`src/hw/rtl/dcpt_pkg.sv`:
```
`default_nettype none
package dcpt_pkg;

  localparam int unsigned TIME_W    = 32;
  localparam int unsigned DUTY_W    = 8;
  localparam int unsigned CDUTY_W   = 7;
  localparam int unsigned REM_W     = 7;
  localparam int unsigned CFG_IDX_W = 2;

  localparam logic [TIME_W-1:0]  PERIOD_RST   = 32'd1000;
  localparam logic [DUTY_W-1:0]  DUTY_RST     = 8'd50;
  localparam logic [TIME_W-1:0]  ON_LEN_RST   = 32'd500;
  localparam logic [TIME_W-1:0]  OFF_LEN_RST  = 32'd500;
  localparam logic [DUTY_W-1:0]  DUTY_MIN     = 8'd10;
  localparam logic [DUTY_W-1:0]  DUTY_MAX     = 8'd90;
  localparam logic [REM_W:0]     PCT_DIVISOR  = 8'd100;

  typedef enum logic [1:0] {
    CMD_UPDATE = 2'd0,
    CMD_TICK   = 2'd1,
    CMD_START  = 2'd2,
    CMD_STOP   = 2'd3
  } dcpt_cmd_t;

  typedef enum logic [CFG_IDX_W-1:0] {
    REG_PERIOD = 2'd0,
    REG_DUTY   = 2'd1
  } dcpt_reg_t;

  typedef struct packed {
    logic running;
    logic phase_on;
    logic tick_fired;
  } dcpt_result_t;

  function automatic logic [CDUTY_W-1:0] clamp_duty(input logic [DUTY_W-1:0] d);
    logic [DUTY_W-1:0] c;
    c = d;
    if (d < DUTY_MIN) c = DUTY_MIN;
    if (d > DUTY_MAX) c = DUTY_MAX;
    return c[CDUTY_W-1:0];
  endfunction

endpackage
`default_nettype wire

```
`src/hw/rtl/dcpt_len_unit.sv`:
```
`default_nettype none
module dcpt_len_unit
  import dcpt_pkg::*;
(
  input  wire logic              clk,
  input  wire logic              rst_n,
  input  wire logic              start,
  input  wire logic [TIME_W-1:0] period,
  input  wire logic [CDUTY_W-1:0] duty,
  output logic                   busy,
  output logic [TIME_W-1:0]      on_len,
  output logic [TIME_W-1:0]      off_len
);

  typedef enum logic [4:0] {
    ST_IDLE = 5'b00001,
    ST_MUL  = 5'b00010,
    ST_PART = 5'b00100,
    ST_FRAC = 5'b01000,
    ST_SUM  = 5'b10000
  } len_state_t;

  localparam int unsigned MUL_W      = 2 * TIME_W;
  localparam int unsigned QUO_W      = 26;
  localparam int unsigned RECIP_SH   = 37;
  localparam int unsigned FRAC_W     = 14;
  localparam int unsigned FRAC_RW    = 13;
  localparam int unsigned FRAC_PW    = FRAC_W + FRAC_RW;
  localparam int unsigned FRAC_SH    = 19;
  localparam logic [TIME_W-1:0]  RECIP_100  = 32'h51EB_851F;
  localparam logic [FRAC_RW-1:0] FRAC_RECIP = 13'd5243;
  localparam logic [REM_W-1:0]   DIV_LO     = PCT_DIVISOR[REM_W-1:0];

  len_state_t         state_r, state_nxt;
  logic [TIME_W-1:0]  period_r, period_nxt;
  logic [CDUTY_W-1:0] duty_r, duty_nxt;
  logic [QUO_W-1:0]   quo_r, quo_nxt;
  logic [TIME_W-1:0]  whole_r, whole_nxt;
  logic [FRAC_W-1:0]  part_r, part_nxt;
  logic [REM_W-1:0]   frac_r, frac_nxt;
  logic [TIME_W-1:0]  on_len_r, on_len_nxt;
  logic [TIME_W-1:0]  off_len_r, off_len_nxt;
  logic [MUL_W-1:0]   quo_prod;
  logic [REM_W-1:0]   rem;
  logic [FRAC_PW-1:0] frac_prod;
  logic [TIME_W-1:0]  on_sum;

  // period*d/100 = q*d + (r*d)/100 with q, r = period / 100, period % 100
  assign quo_prod  = MUL_W'(period_r) * MUL_W'(RECIP_100);
  assign rem       = period_r[REM_W-1:0] - quo_r[REM_W-1:0] * DIV_LO;
  assign frac_prod = FRAC_PW'(part_r) * FRAC_PW'(FRAC_RECIP);
  assign on_sum    = whole_r + TIME_W'(frac_r);

  always_comb begin
    state_nxt   = state_r;
    period_nxt  = period_r;
    duty_nxt    = duty_r;
    quo_nxt     = quo_r;
    whole_nxt   = whole_r;
    part_nxt    = part_r;
    frac_nxt    = frac_r;
    on_len_nxt  = on_len_r;
    off_len_nxt = off_len_r;
    case (state_r)
      ST_IDLE: begin
        if (start) begin
          state_nxt  = ST_MUL;
          period_nxt = period;
          duty_nxt   = duty;
        end
      end
      ST_MUL: begin
        quo_nxt   = quo_prod[RECIP_SH +: QUO_W];
        state_nxt = ST_PART;
      end
      ST_PART: begin
        whole_nxt = TIME_W'(quo_r) * TIME_W'(duty_r);
        part_nxt  = FRAC_W'(rem) * FRAC_W'(duty_r);
        state_nxt = ST_FRAC;
      end
      ST_FRAC: begin
        frac_nxt  = frac_prod[FRAC_SH +: REM_W];
        state_nxt = ST_SUM;
      end
      ST_SUM: begin
        on_len_nxt  = on_sum;
        off_len_nxt = period_r - on_sum;
        state_nxt   = ST_IDLE;
      end
      default: state_nxt = ST_IDLE;
    endcase
  end

  always_ff @(posedge clk) begin
    if (!rst_n) begin
      state_r   <= ST_IDLE;
      on_len_r  <= ON_LEN_RST;
      off_len_r <= OFF_LEN_RST;
    end else begin
      state_r   <= state_nxt;
      on_len_r  <= on_len_nxt;
      off_len_r <= off_len_nxt;
    end
  end

  always_ff @(posedge clk) begin
    period_r <= period_nxt;
    duty_r   <= duty_nxt;
    quo_r    <= quo_nxt;
    whole_r  <= whole_nxt;
    part_r   <= part_nxt;
    frac_r   <= frac_nxt;
  end

  assign busy    = (state_r != ST_IDLE);
  assign on_len  = on_len_r;
  assign off_len = off_len_r;

endmodule
`default_nettype wire

```
`src/hw/rtl/dcpt_phase.sv`:
```
`default_nettype none
module dcpt_phase
  import dcpt_pkg::*;
(
  input  wire logic              clk,
  input  wire logic              rst_n,
  input  wire logic              accept,
  input  wire logic [1:0]        command,
  input  wire logic [TIME_W-1:0] now_ms,
  input  wire logic [TIME_W-1:0] period,
  input  wire logic [TIME_W-1:0] on_len,
  input  wire logic [TIME_W-1:0] off_len,
  output dcpt_result_t           result
);

  logic              enabled_r, enabled_nxt;
  logic              on_phase_r, on_phase_nxt;
  logic [TIME_W-1:0] phase_start_r, phase_start_nxt;
  logic [TIME_W-1:0] last_tick_r, last_tick_nxt;
  logic [TIME_W-1:0] phase_elapsed;
  logic [TIME_W-1:0] tick_elapsed;
  logic [TIME_W-1:0] limit;
  logic              fired;

  assign phase_elapsed = now_ms - phase_start_r;
  assign tick_elapsed  = now_ms - last_tick_r;
  assign limit         = on_phase_r ? on_len : off_len;

  always_comb begin
    enabled_nxt     = enabled_r;
    on_phase_nxt    = on_phase_r;
    phase_start_nxt = phase_start_r;
    last_tick_nxt   = last_tick_r;
    fired           = 1'b0;
    case (dcpt_cmd_t'(command))
      CMD_UPDATE: begin
        if (enabled_r && (phase_elapsed >= limit)) begin
          on_phase_nxt    = ~on_phase_r;
          phase_start_nxt = now_ms;
        end
      end
      CMD_TICK: begin
        if (enabled_r && (tick_elapsed >= period)) begin
          last_tick_nxt = now_ms;
          fired         = 1'b1;
        end
      end
      CMD_START: begin
        enabled_nxt     = 1'b1;
        on_phase_nxt    = 1'b1;
        last_tick_nxt   = now_ms;
        phase_start_nxt = now_ms;
      end
      default: begin
        enabled_nxt     = 1'b0;
        on_phase_nxt    = 1'b0;
        phase_start_nxt = '0;
      end
    endcase
  end

  always_ff @(posedge clk) begin
    if (!rst_n) begin
      enabled_r     <= 1'b0;
      on_phase_r    <= 1'b0;
      phase_start_r <= '0;
      last_tick_r   <= '0;
    end else if (accept) begin
      enabled_r     <= enabled_nxt;
      on_phase_r    <= on_phase_nxt;
      phase_start_r <= phase_start_nxt;
      last_tick_r   <= last_tick_nxt;
    end
  end

  assign result.running    = enabled_nxt;
  assign result.phase_on   = on_phase_nxt;
  assign result.tick_fired = fired;

endmodule
`default_nettype wire

```
`src/hw/rtl/dcpt_out_buf.sv`:
```
`default_nettype none
module dcpt_out_buf
  import dcpt_pkg::*;
(
  input  wire logic   clk,
  input  wire logic   rst_n,
  input  wire logic   push,
  input  wire dcpt_result_t push_data,
  output logic        full,
  output logic        out_valid,
  input  wire logic   out_stall,
  output dcpt_result_t out_data
);

  logic         main_vld_r, main_vld_nxt;
  logic         skid_vld_r, skid_vld_nxt;
  dcpt_result_t main_r, main_nxt;
  dcpt_result_t skid_r, skid_nxt;
  logic         pop;

  assign pop = main_vld_r && !out_stall;

  always_comb begin
    main_vld_nxt = main_vld_r;
    skid_vld_nxt = skid_vld_r;
    main_nxt     = main_r;
    skid_nxt     = skid_r;
    if (skid_vld_r) begin
      if (pop) begin
        main_nxt     = skid_r;
        skid_vld_nxt = 1'b0;
      end
    end else if (push) begin
      if (!main_vld_r || pop) begin
        main_nxt     = push_data;
        main_vld_nxt = 1'b1;
      end else begin
        skid_nxt     = push_data;
        skid_vld_nxt = 1'b1;
      end
    end else if (pop) begin
      main_vld_nxt = 1'b0;
    end
  end

  always_ff @(posedge clk) begin
    if (!rst_n) begin
      main_vld_r <= 1'b0;
      skid_vld_r <= 1'b0;
    end else begin
      main_vld_r <= main_vld_nxt;
      skid_vld_r <= skid_vld_nxt;
    end
  end

  always_ff @(posedge clk) begin
    main_r <= main_nxt;
    skid_r <= skid_nxt;
  end

  assign full      = skid_vld_r;
  assign out_valid = main_vld_r;
  assign out_data  = main_r;

endmodule
`default_nettype wire

```
`src/hw/rtl/duty_cycle_phase_timer_core.sv`:
```
// Duty-cycle phase timer.
// Input channel (in_valid/in_stall): one command with a timestamp per item:
//   update phase, tick check, start or stop. Every item yields exactly one
//   result item on the output channel (out_valid/out_stall) carrying
//   running, phase_on and tick_fired after that command.
// Results are registered in the output buffer; one item per cycle is
//   sustained while in_stall is low, since each command is a subtract and
//   compare against registered times plus the precomputed on/off lengths.
// Config port (cfg_valid/cfg_ready, cfg_index, cfg_data): index 0 period,
//   index 1 duty percent; other indexes are ignored. A write recomputes the
//   on/off lengths by a reciprocal multiply by 1/100 in steps: multiply,
//   part, fraction, sum; meanwhile cfg_ready is low and in_stall is high.
// When the receiver stalls, the result holds in an output register and one
//   further item is taken into a skid register; then in_stall rises.
// Reset (rst_n low, synchronous): timer stopped, off phase, times zero,
//   period 1000, duty 50, on/off lengths 500/500, output empty.
`default_nettype none
module duty_cycle_phase_timer_core
  import dcpt_pkg::*;
(
  input  wire logic                 clk,
  input  wire logic                 rst_n,
  input  wire logic                 in_valid,
  output logic                      in_stall,
  input  wire logic [1:0]           in_command,
  input  wire logic [TIME_W-1:0]    in_now_ms,
  output logic                      out_valid,
  input  wire logic                 out_stall,
  output logic                      out_running,
  output logic                      out_phase_on,
  output logic                      out_tick_fired,
  input  wire logic                 cfg_valid,
  output logic                      cfg_ready,
  input  wire logic [CFG_IDX_W-1:0] cfg_index,
  input  wire logic [TIME_W-1:0]    cfg_data
);

  logic [TIME_W-1:0] period_r, period_nxt;
  logic [DUTY_W-1:0] duty_r, duty_nxt;
  logic              cfg_wr;
  logic              len_start;
  logic              len_busy;
  logic [TIME_W-1:0] on_len;
  logic [TIME_W-1:0] off_len;
  logic              buf_full;
  logic              in_accept;
  dcpt_result_t      step_res;
  dcpt_result_t      out_res;

  assign cfg_ready = !len_busy;
  assign cfg_wr    = cfg_valid && cfg_ready;

  always_comb begin
    period_nxt = period_r;
    duty_nxt   = duty_r;
    len_start  = 1'b0;
    if (cfg_wr) begin
      case (dcpt_reg_t'(cfg_index))
        REG_PERIOD: begin
          period_nxt = (cfg_data == '0) ? TIME_W'(1) : cfg_data;
          len_start  = 1'b1;
        end
        REG_DUTY: begin
          duty_nxt  = cfg_data[DUTY_W-1:0];
          len_start = 1'b1;
        end
        default: ;
      endcase
    end
  end

  always_ff @(posedge clk) begin
    if (!rst_n) begin
      period_r <= PERIOD_RST;
      duty_r   <= DUTY_RST;
    end else begin
      period_r <= period_nxt;
      duty_r   <= duty_nxt;
    end
  end

  dcpt_len_unit u_len (
    .clk     (clk),
    .rst_n   (rst_n),
    .start   (len_start),
    .period  (period_nxt),
    .duty    (clamp_duty(duty_nxt)),
    .busy    (len_busy),
    .on_len  (on_len),
    .off_len (off_len)
  );

  assign in_stall  = len_busy || buf_full;
  assign in_accept = in_valid && !in_stall;

  dcpt_phase u_phase (
    .clk     (clk),
    .rst_n   (rst_n),
    .accept  (in_accept),
    .command (in_command),
    .now_ms  (in_now_ms),
    .period  (period_r),
    .on_len  (on_len),
    .off_len (off_len),
    .result  (step_res)
  );

  dcpt_out_buf u_out (
    .clk       (clk),
    .rst_n     (rst_n),
    .push      (in_accept),
    .push_data (step_res),
    .full      (buf_full),
    .out_valid (out_valid),
    .out_stall (out_stall),
    .out_data  (out_res)
  );

  assign out_running    = out_res.running;
  assign out_phase_on   = out_res.phase_on;
  assign out_tick_fired = out_res.tick_fired;

endmodule
`default_nettype wire

```
`config.mk`:
```
export PLATFORM = sky130hd
export DESIGN_NAME = duty_cycle_phase_timer_core
export DESIGN_NICKNAME = d
export VERILOG_FILES = /design/src/hw/rtl/dcpt_pkg.sv /design/src/hw/rtl/dcpt_len_unit.sv /design/src/hw/rtl/dcpt_phase.sv /design/src/hw/rtl/dcpt_out_buf.sv /design/src/hw/rtl/duty_cycle_phase_timer_core.sv
export SDC_FILE = /design/constraint.sdc
export NUM_CORES = 2
export LEC_CHECK = 0
export BUFFER_PORTS_ARGS = -buffer_cell sky130_fd_sc_hd__buf_2
export CORE_MARGIN = 2
export CORE_UTILIZATION = 55
export CTS_CLUSTER_SIZE = 40
export DETAILED_ROUTE_END_ITERATION = 6
export GPL_ROUTABILITY_DRIVEN = 0
export PLACE_DENSITY = 0.74
export SLEW_MARGIN = 30
export SYNTH_ARGS = -nofsm -noshare
export SYNTH_HDL_FRONTEND = slang
export SYNTH_SLANG_ARGS = --single-unit
```
`constraint.sdc`:
```
create_clock -name clk -period 22.1 [get_ports clk]
set_input_delay 1.105 -clock clk [delete_from_list [all_inputs] [get_ports clk]]
set_output_delay 1.105 -clock clk [all_outputs]
set_load 0.01 [all_outputs]
```
==> After elaboration in Yosys (flattened, before gate mapping) <==
Index checks and enable logic that the tools add are counted.
W data, S select, Z words.
{ "word_totals": {"elab_cells": 114, "reg_bits": 301, "input_bits": 73} }
{ "classes": {"n_lt_le_gt_ge": 4, "add_sub_neg": 5, "mux": 31, "bitwise_logic": 4, "n_eq_ne": 14, "n_reduce_logical": 27, "mul": 5} }
{ "op_table": {"columns": ["op", "n"], "rows": [
  ["$mux W32", 6],
  ["$pmux W32 S3", 1],
  ["$sub A32 B32 Y32", 3],
  ["$ge A32 B32 Y1", 2],
  ["$pmux W32 S2", 1],
  ["$mul A32 B31 Y63 const B", 1],
  ["$add A32 B7 Y32", 1],
  ["$logic_not A32 Y1", 1],
  ["$mul A26 B7 Y32", 1],
  ["$mul A14 B13 Y26 const B", 1],
  ["$pmux W5 S4", 1],
  ["$mux W8", 2],
  ["$reduce_and A3 Y1", 5],
  ["$mul A7 B7 Y14", 1],
  ["$mux W1", 12],
  ["$mux W3", 4],
  ["$gt A8 B7 Y1 const B", 1],
  ["$lt A8 B4 Y1 const B", 1],
  ["$reduce_bool A2 Y1", 4],
  ["$mul A7 B5 Y5 const B", 1],
  ["$mux W7", 1],
  ["$sub A7 B7 Y7", 1],
  ["$ne A2 B1 Y1 const B", 3],
  ["$reduce_or A2 Y1", 3],
  ["18 further kinds", 32]
]} }

==> Logic depth before layout (Yosys ltp) <==
{ "logic_depth": {"ltp_word": 8, "ltp_mapped": 27, "depth_no_buf": 25} }

==> Cells and area by module <==
From an unflattened synthesis, not the netlist that was laid out.
{ "hier_totals": {"cells_unflattened": 4783, "area_unflattened_um2": 45473.6} }
{ "by_module_without_submodules": {"columns": ["module", "instances", "area_each_um2", "seq_area_each_um2", "cells_per_inst"], "rows": [
  ["dcpt_len_unit", 1, 35601.6, 4924.7, 3629],
  ["dcpt_phase", 1, 7558.5, 1321.3, 954],
  ["duty_cycle_phase_timer_core", 1, 1970.6, 800.8, 177],
  ["dcpt_out_buf", 1, 342.8, 220.2, 23]
]} }

==> Worst setup path before layout <==
No wires, ideal clock.
{ "synth_timing": {"path_type": "register to register", "from": "register u_len.period_r[4]", "to": "register u_len.quo_r[19] (data pin)", "setup_time_ps": 262, "t_arrival_ps": 6661, "path_slack_ps": 15177, "path_stages_with_launch": 26, "path_buffers": 0, "synth_period_minus_slack_ps": 6923, "cell_sequence": "edfxtp_1 -> inv_1 -> fa_1 -> inv_1 -> ha_1 -> fa_1 -> inv_1 -> fa_1 -> inv_1 -> fa_1 -> fa_1 -> fa_1 -> inv_1 -> fa_1 -> inv_1 -> ha_1 -> a21oi_1 -> nand2_1 -> o21ai_0 -> nand3_1 -> nor4_2 -> o21ai_2 -> a221o_2 -> a31oi_4 -> o21bai_1 -> xor2_1"} }
{ "synth_via": {"elab_chain_cells": 1} }
{ "synth_lines": {"columns": ["item", "line_no", "source"], "rows": [
  ["start, declared", "dcpt_len_unit.sv:35", "logic [TIME_W-1:0] period_r, period_nxt;"],
  ["start signal, assigned", "dcpt_len_unit.sv:107", "period_r <= period_nxt;"],
  ["$mul A32 B31 Y63", "dcpt_len_unit.sv:49", "assign quo_prod = MUL_W'(period_r) * MUL_W'(RECIP_100);"],
  ["named net u_len.quo_prod[56]", "dcpt_len_unit.sv:43", "logic [MUL_W-1:0] quo_prod;"],
  ["end signal, assigned", "dcpt_len_unit.sv:109", "quo_r <= quo_nxt;"],
  ["end, declared", "dcpt_len_unit.sv:37", "logic [QUO_W-1:0] quo_r, quo_nxt;"]
]} }
The timed path passes the listed nets, and every way through them passes these cells.
A chain may end at the register's enable or synchronous reset.

==> Final worst setup path <==
{ "layout_timing": {"from": "register u_len.period_r[2]", "to": "register u_len.quo_r[21] (data pin)"} }
The elaborated chain is that of the path after synthesis.

==> results.json <==
{
  "final_layout_size_suffix_gt1_share_pct": 4.736,
  "cts_resized": 0,
  "pin_count": 79,
  "clock_latency_ns": 0.58,
  "synth_seq_cells": 301,
  "layout_commonest_cell": "inv_1",
  "drt_iter0_drc": 2701,
  "numCtsBuffers": 37,
  "clk_pin_slew_worst_paths_ns": 0.06,
  "die_height_um": 286.4,
  "nFillCells": 6728,
  "grt_pass1_vias": 33300,
  "avgViaCountPerCell": 5.710,
  "drt_first_pass_iters": 6,
  "fin_nets": 6025,
  "gr-total-overflow": 0,
  "async_reset_ff_share_pct": 0,
  "dr.max_layer_used": "met4",
  "die-area_sq_um": 82030,
  "status": "complete, no violations",
  "wl_met1_mm": 48.90,
  "syn_inst": 4566,
  "postCtsSetupRepairBufs": 0,
  "start_kind": "flop",
  "hpwl_mm": 99.00,
  "route.met2.wl_mm": 52.17,
  "cts_buffer_depth": 3,
  "antenna_found_initial": 2,
  "cts_tree": "done",
  "design_area_sq_um": 46770,
  "track_usage_pct": 29.40,
  "synth.distinct_cells": 88,
  "multi_input_area_sq_um": 32540,
  "wl_per_cell_um": 20.64,
  "tns_ns": 0,
  "die_w_um": 286.4,
  "post-route-min-period_ns": 7.850,
  "synth_edf_count": 124,
  "critPathRequiredTime_ns": 22.41,
  "routed_wl_mm": 117.6,
  "grt_max_degree": 96,
  "timing.final.crit_share_pct": 35.52,
  "ys_seq_area_share_pct": 16.57,
  "fin_cells": 5697,
  "critical_path_class": "flop to flop",
  "cpMostUsedCell": "fa_1",
  "start_util_pct": 55.52,
  "holdBufCountCts": 0,
  "crit_family": "adder cells",
  "syn_area_sq_um": 43860,
  "cts-root-buf": "clkbuf_16",
  "hold_violations": 0,
  "yosysTopAreaCell": "fa_1",
  "rsz0062_at_grt": "false",
  "layout-area-overhead-vs-synth_pct": 6.638,
  "drv_slew": 0,
  "num_vias": 32530,
  "grt_pass1_wl_mm": 185.9,
  "fmax_mhz": 127.4,
  "final_cell_mix": "inv_1 (993), ha_1 (737), fa_1 (598)",
  "cp-end-kind": "flop",
  "drc": 0,
  "crit_arrival_ns": 8.16,
  "synth_area_leaders": "fa_1 (27%), ha_1 (21%), inv_1 (8.5%)",
  "worst_slew_pin_slew_ns": 1.035,
  "critPathSlowestCell": "edfxtp_1",
  "synth_top_area_share_pct": 27.29,
  "core-area_sq_um": 79000,
  "crit_buf_inv": 6,
  "setup_viol": 0,
  "synth.net_count": 5974,
  "clock_skew_ns": 0.02197,
  "h-tree-depth": 2,
  "met3_wirelength_mm": 10.42,
  "final_core_util_pct": 59.21,
  "ant_nets": 0,
  "path_max_fanout": 11,
  "timing.slew.headroom_pct": 30.79,
  "synth-main-ff-cell": "dfxtp_1",
  "hp-class": "flop to flop",
  "placedCellCount": 5628,
  "port_buffers": 78,
  "maxCapViolations": 0,
  "area.sequential_sq_um": 7268,
  "clock_sinks": 301,
  "yosysWarningCount": 0,
  "syn-mean-instance-area_sq_um": 9.606,
  "place_area_sq_um": 45440,
  "core.rowCount": 103,
  "max_stage_delay_ns": 0.83
}
[worst min-delay path, cell delays in order (launching register included)]
cell	delay, ns
dfxtp_1	0.31
nand2_1	0.05
a21oi_1	0.05
[final timing paths]
check / cells past startpoint / slack [ns] / from / endpoint
max: 25 / 14.25 / u_len.period_r[2] / u_len.quo_r[21]
min: 2 / 0.45 / u_len.off_len[10] / u_len.off_len[10]
max reg2reg: 25 / 14.25 / u_len.period_r[2] / u_len.quo_r[21]
min reg2reg: 2 / 0.45 / u_len.off_len[10] / u_len.off_len[10]
[area by class of cell]
cell class	count	area share [%]
diodes	2	0.01070
clock buffers	47	2.212
clock inverters	20	0.6153
inverters	994	7.977
multi-input cells	3178	69.56
flip-flops and latches	301	15.54
well taps	1050	2.809
repair buffers	105	1.276
[synth_stat cells, drive strengths merged, types with 6 or more instances]
cell type,instances
a211oi,37
a21boi,10
a21o,103
a21oi,206
a22o,63
a31oi,22
a41oi,6
and2,100
and3,25
buf,14
clkbuf,79
dfxtp,177
edfxtp,124
fa,598
ha,737
inv,994
mux2i,43
nand2,322
nand2b,30
nand3,81
nand3b,7
nand4,37
nor2,165
nor2b,25
nor3,22
nor4,17
o211ai,27
o21a,29
o21ai,111
o21bai,16
o31ai,39
or2,13
or3,10
xnor2,128
xor2,63
[state kept, by name, indices dropped and copies added, names as in the netlist]
name / cells
u_out.out_valid: 1
u_len.state_r: 5
period_r: 32
u_phase.last_tick_r: 32
u_len.part_r: 14
u_len.duty_r: 7
u_len.frac_r: 7
u_len.period_r: 32
u_len.off_len: 32
u_phase.enabled_r: 1
duty_r: 8
u_out.full: 1
u_len.on_len: 32
u_out.out_data: 3
u_out.skid_r: 3
u_phase.on_phase_r: 1
u_len.quo_r: 26
u_phase.phase_start_r: 32
u_len.whole_r: 32
[per-layer routing]
| metal | track usage [%] | vias to the layer above |
|---|---|---|
| met2 | 45.72 | 1122 |
| met4 | 12.98 | 0 |
| met3 | 6.105 | 258 |
| li1 | - | 15090 |
| met1 | 39.78 | 16060 |
| met5 | 0 | - |
[metrics by stage]
step           setup WS, ns  hold WS [ns]
2_1_floorplan         15.18        0.4312
3_3_place_gp          14.52        0.4380
3_5_place_dp          14.38        0.4463
4_1_cts               14.37        0.4534
5_1_grt               13.93        0.4694
6_report              14.25        0.4516
[kinds of logic after synthesis]
group	after synthesis	share of synthesized area (%)
buffers and inverters	1087	9.388
XOR/XNOR	191	3.814
AO/OA/AOI/OAI	733	11.32
flip-flops	301	16.57
multiplexers	44	1.007
AND/OR/NAND/NOR	875	9.590
adder cells (fa/ha/maj)	1335	48.32
Power is not shown: default switching activity piles up to over one toggle a cycle in this logic, so the estimate is an artifact.
